**src/rtl/hbed_pkg.sv**
```systemverilog
// Shared types, codes and constants of the Haar box energy difference unit.
`default_nettype none

package hbed_pkg;

   // Window geometry: cells beyond these limits are ignored.
   localparam int NUM_BANDS   = 32;
   localparam int WINDOW_ROWS = 64;

   // Depth of the queue between classifier and accumulator.
   localparam int QUEUE_DEPTH = 4;

   // Field widths.
   localparam int ROW_W       = 6;
   localparam int BAND_W      = 5;
   localparam int ENERGY_W    = 24;
   localparam int DIFF_W      = 37;
   localparam int REQ_DATA_W  = 40;
   localparam int RSP_DATA_W  = 40;
   localparam int CSR_INDEX_W = 3;
   localparam int CSR_DATA_W  = 7;

   // Register indexes on the csr port.
   localparam logic [CSR_INDEX_W-1:0] REG_FILTER_TYPE = 3'd0;
   localparam logic [CSR_INDEX_W-1:0] REG_BAND_FIRST  = 3'd1;
   localparam logic [CSR_INDEX_W-1:0] REG_BAND_STOP   = 3'd2;
   localparam logic [CSR_INDEX_W-1:0] REG_TIME_FIRST  = 3'd3;
   localparam logic [CSR_INDEX_W-1:0] REG_TIME_STOP   = 3'd4;

   // Filter pattern codes; anything else yields zero.
   localparam logic [2:0] FT_BAND_HALVES = 3'd1;
   localparam logic [2:0] FT_TIME_HALVES = 3'd2;
   localparam logic [2:0] FT_QUADRANTS   = 3'd3;
   localparam logic [2:0] FT_BAND_STRIPE = 3'd4;
   localparam logic [2:0] FT_TIME_STRIPE = 3'd5;

   // Cell classes.
   localparam logic [1:0] CLS_NONE  = 2'd0;
   localparam logic [1:0] CLS_BLACK = 2'd1;
   localparam logic [1:0] CLS_WHITE = 2'd2;

   // Saturation bound of the running sum, one bit wider than the sum.
   localparam logic signed [DIFF_W:0] SUM_MAX = 38'sd34359738368;

   typedef struct packed {
      logic [2:0] filter_type;
      logic [5:0] band_first;
      logic [5:0] band_stop;
      logic [6:0] time_first;
      logic [6:0] time_stop;
   } cfg_type;

   typedef struct packed {
      logic [1:0]          cls;
      logic [ENERGY_W-1:0] energy;
      logic                last;
   } cell_type;

   typedef struct packed {
      logic full;
      logic empty;
   } qstat_type;

endpackage

`default_nettype wire

```
**src/rtl/hbed_front.sv**
```systemverilog
// Front end: accepts cells and classifies them as black, white or outside.
`default_nettype none

module hbed_front (
   input  var hbed_pkg::cfg_type            cfg,
   input  wire                              req_valid,
   output logic                             req_ready,
   input  wire  [hbed_pkg::ROW_W-1:0]       row_offset,
   input  wire  [hbed_pkg::BAND_W-1:0]      band_index,
   input  wire  [hbed_pkg::ENERGY_W-1:0]    cell_energy,
   input  wire                              last_cell,
   input  var hbed_pkg::qstat_type          q_stat,
   output logic                             push,
   output hbed_pkg::cell_type               push_cell
);

   function automatic logic in_rng(logic [7:0] v, logic [7:0] lo, logic [7:0] hi);
      return (v >= lo) && (v < hi);
   endfunction

   logic [7:0] r8, b8, bf8, bs8, tf8, ts8;
   logic [7:0] bmid, tmid;
   logic [7:0] bdiff, bq, blo, bhi;
   logic [7:0] tdiff, tq, tlo, thi;
   logic       in_b, in_t, bstripe_ok, tstripe_ok, win_ok;
   logic [1:0] cls;

   assign r8  = {2'b00, row_offset};
   assign b8  = {3'b000, band_index};
   assign bf8 = {2'b00, cfg.band_first};
   assign bs8 = {2'b00, cfg.band_stop};
   assign tf8 = {1'b0, cfg.time_first};
   assign ts8 = {1'b0, cfg.time_stop};

   // time midpoint follows the stop row only
   assign bmid = (bf8 + bs8) >> 1;
   assign tmid = ts8 >> 1;

   // stripe edges; meaningful only for a non-empty box
   assign bdiff = bs8 - bf8;
   assign bq    = {2'b00, bdiff[7:2]};
   assign blo   = bf8 + bq;
   assign bhi   = bf8 + bq + (bq << 1);
   assign tdiff = ts8 - tf8;
   assign tq    = {2'b00, tdiff[7:2]};
   assign tlo   = tf8 + tq;
   assign thi   = tf8 + tq + (tq << 1);

   assign bstripe_ok = bs8 > bf8;
   assign tstripe_ok = ts8 > tf8;
   assign in_b = in_rng(b8, bf8, bs8);
   assign in_t = in_rng(r8, tf8, ts8);

   assign win_ok = ({3'b000, row_offset} < 9'(hbed_pkg::WINDOW_ROWS)) &&
                   ({2'b00, band_index} < 7'(hbed_pkg::NUM_BANDS));

   always_comb begin
      cls = hbed_pkg::CLS_NONE;
      unique case (cfg.filter_type)
         hbed_pkg::FT_BAND_HALVES: begin
            if (in_t && in_rng(b8, bf8, bmid)) cls = hbed_pkg::CLS_WHITE;
            else if (in_t && in_rng(b8, bmid, bs8)) cls = hbed_pkg::CLS_BLACK;
         end
         hbed_pkg::FT_TIME_HALVES: begin
            if (in_b && in_rng(r8, tf8, tmid)) cls = hbed_pkg::CLS_WHITE;
            else if (in_b && in_rng(r8, tmid, ts8)) cls = hbed_pkg::CLS_BLACK;
         end
         hbed_pkg::FT_QUADRANTS: begin
            if (in_rng(r8, tf8, tmid) && in_rng(b8, bf8, bmid))
               cls = hbed_pkg::CLS_WHITE;
            else if (in_rng(r8, tf8, tmid) && in_rng(b8, bmid, bs8))
               cls = hbed_pkg::CLS_BLACK;
            else if (in_rng(r8, tmid, ts8) && in_rng(b8, bf8, bmid))
               cls = hbed_pkg::CLS_BLACK;
            else if (in_rng(r8, tmid, ts8) && in_rng(b8, bmid, bs8))
               cls = hbed_pkg::CLS_WHITE;
         end
         hbed_pkg::FT_BAND_STRIPE: begin
            if (in_t && bstripe_ok) begin
               if (in_rng(b8, bf8, blo)) cls = hbed_pkg::CLS_WHITE;
               else if (in_rng(b8, blo, bhi)) cls = hbed_pkg::CLS_BLACK;
               else if (in_rng(b8, bhi, bs8)) cls = hbed_pkg::CLS_WHITE;
            end
         end
         hbed_pkg::FT_TIME_STRIPE: begin
            if (in_b && tstripe_ok) begin
               if (in_rng(r8, tf8, tlo)) cls = hbed_pkg::CLS_WHITE;
               else if (in_rng(r8, tlo, thi)) cls = hbed_pkg::CLS_BLACK;
               else if (in_rng(r8, thi, ts8)) cls = hbed_pkg::CLS_WHITE;
            end
         end
         default: cls = hbed_pkg::CLS_NONE;
      endcase
      if (!win_ok) cls = hbed_pkg::CLS_NONE;
   end

   assign req_ready        = !q_stat.full;
   assign push             = req_valid && req_ready;
   assign push_cell.cls    = cls;
   assign push_cell.energy = cell_energy;
   assign push_cell.last   = last_cell;

endmodule

`default_nettype wire

```
**src/rtl/hbed_queue.sv**
```systemverilog
// Small queue of classified cells between front end and accumulator.
`default_nettype none

module hbed_queue #(
   parameter int DEPTH = hbed_pkg::QUEUE_DEPTH
) (
   input  wire                 clock,
   input  wire                 reset,
   input  wire                 push,
   input  var hbed_pkg::cell_type push_cell,
   input  wire                 pop,
   output hbed_pkg::cell_type  head_cell,
   output hbed_pkg::qstat_type q_stat
);

   localparam int PTR_W = (DEPTH > 1) ? $clog2(DEPTH) : 1;
   localparam int CNT_W = $clog2(DEPTH + 1);

   hbed_pkg::cell_type entry_ff [DEPTH];
   logic [PTR_W-1:0] wr_ptr_ff, wr_ptr_in;
   logic [PTR_W-1:0] rd_ptr_ff, rd_ptr_in;
   logic [CNT_W-1:0] count_ff, count_in;

   always_comb begin
      wr_ptr_in = wr_ptr_ff;
      rd_ptr_in = rd_ptr_ff;
      count_in  = count_ff;
      if (push) begin
         wr_ptr_in = (wr_ptr_ff == PTR_W'(DEPTH - 1)) ? '0 : wr_ptr_ff + 1'b1;
      end
      if (pop) begin
         rd_ptr_in = (rd_ptr_ff == PTR_W'(DEPTH - 1)) ? '0 : rd_ptr_ff + 1'b1;
      end
      if (push && !pop) count_in = count_ff + 1'b1;
      else if (pop && !push) count_in = count_ff - 1'b1;
   end

   always_ff @(posedge clock) begin
      if (reset) begin
         wr_ptr_ff <= '0;
         rd_ptr_ff <= '0;
         count_ff  <= '0;
      end else begin
         wr_ptr_ff <= wr_ptr_in;
         rd_ptr_ff <= rd_ptr_in;
         count_ff  <= count_in;
      end
   end

   always_ff @(posedge clock) begin
      if (push) entry_ff[wr_ptr_ff] <= push_cell;
   end

   assign head_cell    = entry_ff[rd_ptr_ff];
   assign q_stat.full  = (count_ff == CNT_W'(DEPTH));
   assign q_stat.empty = (count_ff == '0);

endmodule

`default_nettype wire

```
**src/rtl/hbed_back.sv**
```systemverilog
// Back end: saturating accumulate of classified cells and result register.
`default_nettype none

module hbed_back (
   input  wire                                clock,
   input  wire                                reset,
   input  var hbed_pkg::cell_type             head_cell,
   input  var hbed_pkg::qstat_type            q_stat,
   output logic                               pop,
   output logic                               rsp_valid,
   input  wire                                rsp_ready,
   output logic signed [hbed_pkg::DIFF_W-1:0] rsp_diff
);

   localparam int DW = hbed_pkg::DIFF_W;

   logic signed [DW-1:0] sum_ff, sum_in;
   logic signed [DW-1:0] diff_ff, diff_in;
   logic                 valid_ff, valid_in;
   logic signed [DW:0]   ext_sum, ext_e, raw, clamped;
   logic signed [DW-1:0] sat;
   logic                 slot_free;

   assign slot_free = !valid_ff || rsp_ready;
   // a last cell waits for the result slot; others always drain
   assign pop = !q_stat.empty && (!head_cell.last || slot_free);

   assign ext_sum = {sum_ff[DW-1], sum_ff};
   assign ext_e   = $signed({{(DW + 1 - hbed_pkg::ENERGY_W){1'b0}}, head_cell.energy});

   always_comb begin
      unique case (head_cell.cls)
         hbed_pkg::CLS_BLACK: raw = ext_sum + ext_e;
         hbed_pkg::CLS_WHITE: raw = ext_sum - ext_e;
         default:             raw = ext_sum;
      endcase
      if (raw > hbed_pkg::SUM_MAX) clamped = hbed_pkg::SUM_MAX;
      else if (raw < -hbed_pkg::SUM_MAX) clamped = -hbed_pkg::SUM_MAX;
      else clamped = raw;
   end

   assign sat = $signed(clamped[DW-1:0]);

   always_comb begin
      sum_in   = sum_ff;
      diff_in  = diff_ff;
      valid_in = valid_ff;
      if (pop) sum_in = head_cell.last ? '0 : sat;
      priority if (pop && head_cell.last) begin
         valid_in = 1'b1;
         diff_in  = sat;
      end else if (rsp_ready) begin
         valid_in = 1'b0;
      end
   end

   always_ff @(posedge clock) begin
      if (reset) begin
         sum_ff   <= '0;
         valid_ff <= 1'b0;
      end else begin
         sum_ff   <= sum_in;
         valid_ff <= valid_in;
      end
   end

   always_ff @(posedge clock) begin
      diff_ff <= diff_in;
   end

   assign rsp_valid = valid_ff;
   assign rsp_diff  = diff_ff;

endmodule

`default_nettype wire

```
**src/rtl/haar_box_energy_difference_unit.sv**
```systemverilog
// Top level of the Haar box energy difference unit.
`default_nettype none

// Takes the cells of one spectrogram window, one transfer per clock while
// req_tready is high, and returns one signed black-minus-white energy total
// per window, sent when the cell flagged by req_tlast has been counted. Each
// cell is classified in the same cycle it is accepted (pattern and box come
// from the csr registers), then sits in a short queue until the accumulator
// adds or subtracts its energy with saturation at +/-2^35. Throughput is one
// cell per clock while req_tready is high; the accumulator's single
// add-and-clamp sets that figure. rsp_tvalid rises once the last cell has
// been popped from the queue. req_tready drops only when the queue
// (QUEUE_DEPTH entries) is full, which happens when a window's result is
// stalled on rsp_tready and further cells keep arriving. Write csr registers
// only while no window is in progress; csr_ready is always high.

module haar_box_energy_difference_unit #(
   parameter int QUEUE_DEPTH = hbed_pkg::QUEUE_DEPTH
) (
   input  wire                                clock,
   input  wire                                reset,
   // tdata: row_offset[5:0], band_index[10:6], cell_energy[34:11], zero fill
   input  wire  [hbed_pkg::REQ_DATA_W-1:0]    req_tdata,
   input  wire                                req_tlast,   // last_cell
   input  wire                                req_tvalid,
   output logic                               req_tready,
   // tdata: energy_diff[36:0] (signed), zero fill
   output logic [hbed_pkg::RSP_DATA_W-1:0]    rsp_tdata,
   output logic                               rsp_tvalid,
   input  wire                                rsp_tready,
   input  wire                                csr_valid,
   output logic                               csr_ready,
   input  wire  [hbed_pkg::CSR_INDEX_W-1:0]   csr_index,
   input  wire  [hbed_pkg::CSR_DATA_W-1:0]    csr_data
);

   hbed_pkg::cfg_type   cfg_ff, cfg_in;
   hbed_pkg::cell_type  push_cell, head_cell;
   hbed_pkg::qstat_type q_stat;
   logic                q_push, q_pop;
   logic signed [hbed_pkg::DIFF_W-1:0] rsp_diff;

   // ---- configuration registers ----
   assign csr_ready = 1'b1;

   always_comb begin
      cfg_in = cfg_ff;
      if (csr_valid) begin
         unique case (csr_index)
            hbed_pkg::REG_FILTER_TYPE: cfg_in.filter_type = csr_data[2:0];
            hbed_pkg::REG_BAND_FIRST:  cfg_in.band_first  = csr_data[5:0];
            hbed_pkg::REG_BAND_STOP:   cfg_in.band_stop   = csr_data[5:0];
            hbed_pkg::REG_TIME_FIRST:  cfg_in.time_first  = csr_data;
            hbed_pkg::REG_TIME_STOP:   cfg_in.time_stop   = csr_data;
            default:                   cfg_in = cfg_ff;   // unmapped index
         endcase
      end
   end

   always_ff @(posedge clock) begin
      if (reset) begin
         cfg_ff.filter_type <= hbed_pkg::FT_BAND_HALVES;
         cfg_ff.band_first  <= 6'd0;
         cfg_ff.band_stop   <= 6'd32;
         cfg_ff.time_first  <= 7'd0;
         cfg_ff.time_stop   <= 7'd64;
      end else begin
         cfg_ff <= cfg_in;
      end
   end

   // ---- front: accept and classify ----
   hbed_front u_front (
      .cfg         (cfg_ff),
      .req_valid   (req_tvalid),
      .req_ready   (req_tready),
      .row_offset  (req_tdata[5:0]),
      .band_index  (req_tdata[10:6]),
      .cell_energy (req_tdata[34:11]),
      .last_cell   (req_tlast),
      .q_stat      (q_stat),
      .push        (q_push),
      .push_cell   (push_cell)
   );

   // ---- queue between front and back ----
   hbed_queue #(
      .DEPTH (QUEUE_DEPTH)
   ) u_queue (
      .clock     (clock),
      .reset     (reset),
      .push      (q_push),
      .push_cell (push_cell),
      .pop       (q_pop),
      .head_cell (head_cell),
      .q_stat    (q_stat)
   );

   // ---- back: accumulate and hold the result ----
   hbed_back u_back (
      .clock     (clock),
      .reset     (reset),
      .head_cell (head_cell),
      .q_stat    (q_stat),
      .pop       (q_pop),
      .rsp_valid (rsp_tvalid),
      .rsp_ready (rsp_tready),
      .rsp_diff  (rsp_diff)
   );

   assign rsp_tdata = {{(hbed_pkg::RSP_DATA_W - hbed_pkg::DIFF_W){1'b0}}, rsp_diff};

   // ---- checks ----
   // a popped last cell always lands in the result register
   a_last_to_rsp: assert property (@(posedge clock) disable iff (reset)
      q_pop && head_cell.last |=> rsp_tvalid)
      else $error("last cell popped but no result presented");

   // the back end never drains an empty queue
   a_no_empty_pop: assert property (@(posedge clock) disable iff (reset)
      q_stat.empty |-> !q_pop)
      else $error("pop from empty queue");

   // a presented total lies within the saturation bounds
   a_rsp_range: assert property (@(posedge clock) disable iff (reset)
      rsp_tvalid |-> ($signed({rsp_diff[hbed_pkg::DIFF_W-1], rsp_diff}) <= hbed_pkg::SUM_MAX)
                  && ($signed({rsp_diff[hbed_pkg::DIFF_W-1], rsp_diff}) >= -hbed_pkg::SUM_MAX))
      else $error("result outside saturation range");

endmodule

`default_nettype wire
```
**config.mk**
```make
export PLATFORM = sky130hd
export DESIGN_NAME = haar_box_energy_difference_unit
export DESIGN_NICKNAME = d
export VERILOG_FILES = /design/src/rtl/hbed_pkg.sv /design/src/rtl/hbed_front.sv /design/src/rtl/hbed_queue.sv /design/src/rtl/hbed_back.sv /design/src/rtl/haar_box_energy_difference_unit.sv
export SDC_FILE = /design/constraint.sdc
export NUM_CORES = 1
export LEC_CHECK = 0
export BUFFER_PORTS_ARGS = -buffer_cell sky130_fd_sc_hd__buf_2
export CAP_MARGIN = 20
export CORE_UTILIZATION = 67
export CTS_BUF_LIST = sky130_fd_sc_hd__clkbuf_8 sky130_fd_sc_hd__clkbuf_16
export CTS_CLUSTER_DIAMETER = 150
export DETAILED_ROUTE_END_ITERATION = 8
export GPL_TIMING_DRIVEN = 0
export PLACE_DENSITY_LB_ADDON = 0.2
export SYNTH_ARGS = -nofsm -noshare
export SYNTH_HDL_FRONTEND = slang
export SYNTH_SLANG_ARGS = --single-unit
```
**constraint.sdc**
```tcl
create_clock -name clock -period 11.62 [get_ports clock]
set_clock_uncertainty 0.2 [all_clocks]
set_input_delay 2.905 -clock clock [delete_from_list [all_inputs] [get_ports clock]]
set_output_delay 2.905 -clock clock [all_outputs]
set_load 0.02 [all_outputs]
```
Word level (Yosys, flattened, before mapping)

Memories as Yosys holds them, arrays and structs flattened. A register that Yosys moved wholly into a read port is not among the register bits.
Index checks and enable logic that the tools add are counted.

Add/sub/neg operators: 13
Order comparisons: 20
Eq/ne operators: 14
Multiplexer cells: 31
Reductions and logical operators: 44

Operators by type and width:

| cell                 | number |
|---|---|
| $mux 37              | 3 |
| $pmux 38 s2          | 1 |
| $add 37x25->38       | 1 |
| $gt 38x37->1 const B | 1 |
| $lt 38x36->1 const B | 1 |
| $sub 37x25->38       | 1 |
| $mux 2               | 18 |
| $logic_and 1x1->1    | 27 |
| $add 8x7->8          | 2 |
| $ge 5x8->1           | 2 |
| $ge 6x8->1           | 2 |
| $lt 5x8->1           | 2 |
| $lt 6x8->1           | 2 |
| $add 6x6->7          | 2 |
| $eq 3x2->1 const B   | 4 |
| $eq 3x3->1 const B   | 4 |
| $pmux 2 s5           | 1 |
| $reduce_and 2->1     | 5 |
| $add 7x6->8          | 1 |
| $sub 7x7->8          | 1 |
| $ge 5x7->1           | 1 |
| $ge 6x7->1           | 1 |
| $gt 7x7->1           | 1 |
| $lt 5x7->1           | 1 |
| 19 further kinds     | 37 |

Register bits after elaboration: 111
Memory bits (writable): 108
Output and inout port bits: 43
Logic and storage cells: 134
Memories: 1

Memory list:

| memory           | depth | width | read ports | clocked after Yosys merged registers in | write ports | RTL line         | RTL |
|---|---|---|---|---|---|---|---|
| u_queue.entry_ff | 4     | 27    | 1          | 1                                       | 1           | hbed_queue.sv:19 | `hbed_pkg::cell_type entry_ff [DEPTH];` |

Logic depth before layout (Yosys ltp)

Word-level depth: 10
Gate-level depth with buffers: 24
Gate-level depth less buffers: 24

Hierarchy

From an unflattened synthesis, not the netlist that was laid out.

Cells, all modules: 1531
Area total of the unflattened synthesis: 15267.1 um^2

Modules (own cells, without submodules):

| module                          | times used | cells an instance | area an instance (um^2) | sequential area each (um^2) |
|---|---|---|---|---|
| hbed_back                       | 1          | 814               | 6444.9                  | 1871.8 |
| hbed_queue                      | 1          | 185               | 4384.2                  | 3423.3 |
| hbed_front                      | 1          | 414               | 3185.6                  | 0.0 |
| haar_box_energy_difference_unit | 1          | 118               | 1252.5                  | 580.6 |

Worst setup path before layout

OpenSTA, ideal clock, no wires.

Kind: flip-flop to flip-flop
Start point: reg (tool-made name)
End point: reg u_back.diff_ff[18] (netlist: u_back.rsp_diff[18]) (data pin)
Setup time: 0.146 ns
Data arrival time: 5.730 ns
Required time: 11.274 ns
Path slack: 5.544 ns
Stages on the path, launching flop included: 24
Clock period less this slack: 6.076 ns
Cells stage by stage: dfxtp_1 > buf_2 > clkbuf_1 > buf_1 > mux4_2 > nor4_4 > and3b_1 > clkbuf_1 > a21oi_1 > xnor2_1 > ha_1 > clkbuf_1 > a21oi_1 > o21a_1 > o21ai_1 > a211o_1 > a221o_1 > xor2_1 > a2111o_1 > nor4_1 > a41oi_1 > a2bb2oi_2 > buf_2 > a21oi_1

RTL lines:

| element                | RTL line        | RTL |
|---|---|---|
| end signal: assignment | hbed_back.sv:68 | `diff_ff <= diff_in;` |
| end: declaration       | hbed_back.sv:18 | `logic signed [DW-1:0] diff_ff, diff_in;` |

==> flow_metrics.tcl <==
set metrics [dict create \
    arrival_ns 9.12 \
    setup_ws_ns 2.75 \
    drv_slew 0 \
    drt-total-wl_um 38500 \
    yosysTopAreaCellShare 0.302 \
    area_growth_syn_to_layout_pct 11.2 \
    yosysWarnings 0 \
    drive_gt1_frac 0.121 \
    finalSetupViolations 0 \
    cts-resized-gates 0 \
    dp_hpwl_um 29300 \
    cts_inserted_buffers 22 \
    post-route-drc-count 0 \
    min_from "u_back.sum_ff[29]$_SDFFE_PP0P_" \
    grt_pass1_wl_um 59900 \
    end_kind "flop" \
    io_buffer_count 86 \
    path_delay_family "compound AO/OA/AOI/OAI gates" \
    ant_nets 0 \
    syn_area_um2 14400 \
    die_area_um2 22100 \
    grt_overflow 0 \
    grt_antenna_before_repair 0 \
    path_cells "buf_2 -> clkbuf_1 -> buf_1 -> mux4_2 -> nor4_1 -> nand2_1 -> nor3b_1 -> clkbuf_1 -> a21oi_1 -> xnor2_1 -> ha_1 -> nand2_1 -> nor3_1 -> o211ai_1 -> a31oi_1 -> a21boi_0 -> mux2i_1 -> o211ai_1 -> nor4_1 -> a41oi_1 -> o22ai_1 -> a22o_1" \
    reg2reg_depth 22 \
    slew_headroom 0.281 \
    synthArstFlopShare 0 \
    critPathMaxStageDelay_ns 0.91 \
    crit_slowest_cell "o22ai_1" \
    clkSinkCount 221 \
    r2r_slack_ns 2.75 \
    cts_tree "done" \
    cp_max_fo 10 \
    critPathKind "reg -> reg" \
    setup_tns_ns 0 \
    synth_top_area_cell "edfxtp_1" \
    min_path_cells 2 \
    vias 11846 \
    synth-edff-count 145 \
    drtPass1Iterations 7 \
    synth-main-ff-cell "edfxtp_1" \
    place_inst 1809 \
    r2r_end "u_back.sum_ff[25]$_SDFFE_PP0P_" \
    seq_area_frac_synth 0.407 \
    period_needed_ns 8.87 \
    hp-class "reg -> reg" \
    cts_root_buf "clkbuf_16" \
    htreeDepth 1 \
    drv_cap 0 \
    rows 53 \
    cp_num_buf_inv 4 \
    grt_usage 0.353 \
    ys_ff_latch 221 \
    avgSynthCellArea_um2 10.0 \
    fillers 1463 \
    fmax_ghz 0.113 \
    synth_area_leaders "edfxtp_1 (30%), ha_1 (12%), dfxtp_1 (11%)" \
    drtIter0Drc 1092 \
    hold_violations 0 \
    utilization 0.761 \
    critPathLaunchType "flop" \
    ir_drop_mv 0.182 \
    cts_setup_buffers 0 \
    die_x_um 149 \
    fin_nets 1760 \
    synth_cells 1441 \
    cp.required_ns 11.87 \
    path_clk_slew_ns 0.06 \
    insertion_delay_ns 0.53 \
    instances_no_fill 1849 \
    whs_endpoint "u_back.sum_ff[29]$_SDFFE_PP0P_" \
    io_pins 99 \
    status "finished, final reports clean" \
    p_per_area_nw_per_um2 315 \
    die-height_um 149 \
    ys_types 80 \
    via_per_inst 6.41 \
    min_period_over_period 0.763 \
    grt_max_degree 39 \
    rsz0062_at_grt "false" \
    ctsLongestPathBuffers 3 \
    tightestPinTransition_ns 1.07 \
    pre_cts_slack_ns 3.17 \
    fp.coreArea_um2 21100 \
    start_util 0.684 \
    finalWeightedCongestion 1.00 \
    wl_per_cell_um 20.8 \
    postCtsHoldBufs 0 \
    antenna_cells 0 \
    p_leak_nw 6.40 \
    grt_pass1_vias 11215 \
]
[cells in the final DEF (no fill, tap or decap), types with 40 or more instances in the layout]
cell type,n
a21oi_1,101
buf_2,94
dfxtp_1,76
edfxtp_1,145
ha_1,139
inv_1,83
mux2i_1,40
nand2_1,97
nor2_1,161
o21ai_0,49
xnor2_1,49
[routing by layer]
metal  vias to the layer above  track usage  wire, um
met3                        94       0.0620      3470
met4                         0        0.105      1120
met5                         -            0         0
met1                      5613        0.497     16500
li1                       5561            -         -
met2                       578        0.560     17500
[flip-flops by register name, indices dropped and copies added, names as in the netlist, named ones only]
register and count:
cfg_ff 29, u_back.sum_ff 37, u_queue.rd_ptr_ff 2, u_queue.wr_ptr_ff 2, u_back.rsp_diff 37, u_queue.entry_ff 108, u_queue.count_ff 3, u_back.rsp_valid 1
[worst min-delay path: stages, from the launching register on]
cell and delay [ns]:
dfxtp_1 0.34, nand2_1 0.06, o21ai_1 0.05
[cells by family (layout without fill, tap and decap cells)]
group | after synthesis | in the layout | synth area share
AND/OR/NAND/NOR | 444 | 444 | 0.150
adder cells (fa/ha/maj) | 146 | 146 | 0.130
XOR/XNOR | 68 | 68 | 0.0428
other | 2 | 4 | 0.000521
AO/OA/AOI/OAI | 356 | 356 | 0.160
multiplexers | 68 | 68 | 0.0707
flip-flops | 221 | 221 | 0.407
buffers and inverters | 136 | 267 | 0.0382
[cell type report]
type / instances / area, um^2 / area share
plain buffers: 57 / 254 / 0.0158
clock buffers: 24 / 578 / 0.0360
clock inverters: 16 / 141 / 0.00881
inverters: 79 / 297 / 0.0185
multi-input cells: 1086 / 8000 / 0.499
flip-flops and latches: 221 / 5880 / 0.366
well taps: 275 / 344 / 0.0214
repair buffers: 91 / 548 / 0.0342
[cell usage after synthesis, types with 12 or more instances]
master / count
nor2_1: 161
edfxtp_1: 145
ha_1: 139
a21oi_1: 101
nand2_1: 97
inv_1: 79
dfxtp_1: 76
o21ai_0: 49
xnor2_1: 49
mux2i_1: 40
clkbuf_1: 39
nor3_1: 32
nor2b_1: 29
o21a_1: 28
a21o_1: 27
mux4_2: 27
nand4_1: 25
o21ai_1: 25
xor2_1: 17
nand2b_1: 16
a31o_2: 14
o211ai_1: 14
a22o_1: 12
and3_1: 12
nand3_1: 12
[per-stage QoR]
stage	cell area (um^2)	hold slack [ns]	total power, mW
after floorplan	14400	0.242	3.41
after global placement	15200	0.266	4.16
after detailed placement	15300	0.280	4.25
after CTS	16000	0.290	4.98
after global routing	16000	0.315	5.35
final	16000	0.294	5.05
[worst max path at each step]
| stage | start | to | slack, ns | depth (start not counted) |
|---|---|---|---|---|
| finish | flop | u_back.sum_ff[25]$_SDFFE_PP0P_ | 2.75 | 22 |
| global route | flop | u_back.sum_ff[25]$_SDFFE_PP0P_ | 2.45 | 22 |
| CTS | flop | u_back.sum_ff[1]$_SDFFE_PP0P_ | 3.05 | 22 |
| detailed placement | flop | u_back.sum_ff[1]$_SDFFE_PP0P_ | 3.17 | 22 |
| global placement | flop | u_back.sum_ff[1]$_SDFFE_PP0P_ | 3.37 | 22 |
| floorplan | flop | u_back.rsp_diff[18]$_DFFE_PP_ | 5.54 | 23 |
[power by group]
part / switching, mW / internal (mW)
Clock: 0.317 / 0.388
Combinational: 2.06 / 1.11
Sequential: 0.0995 / 1.07
Power figures use the tool's default switching activity.
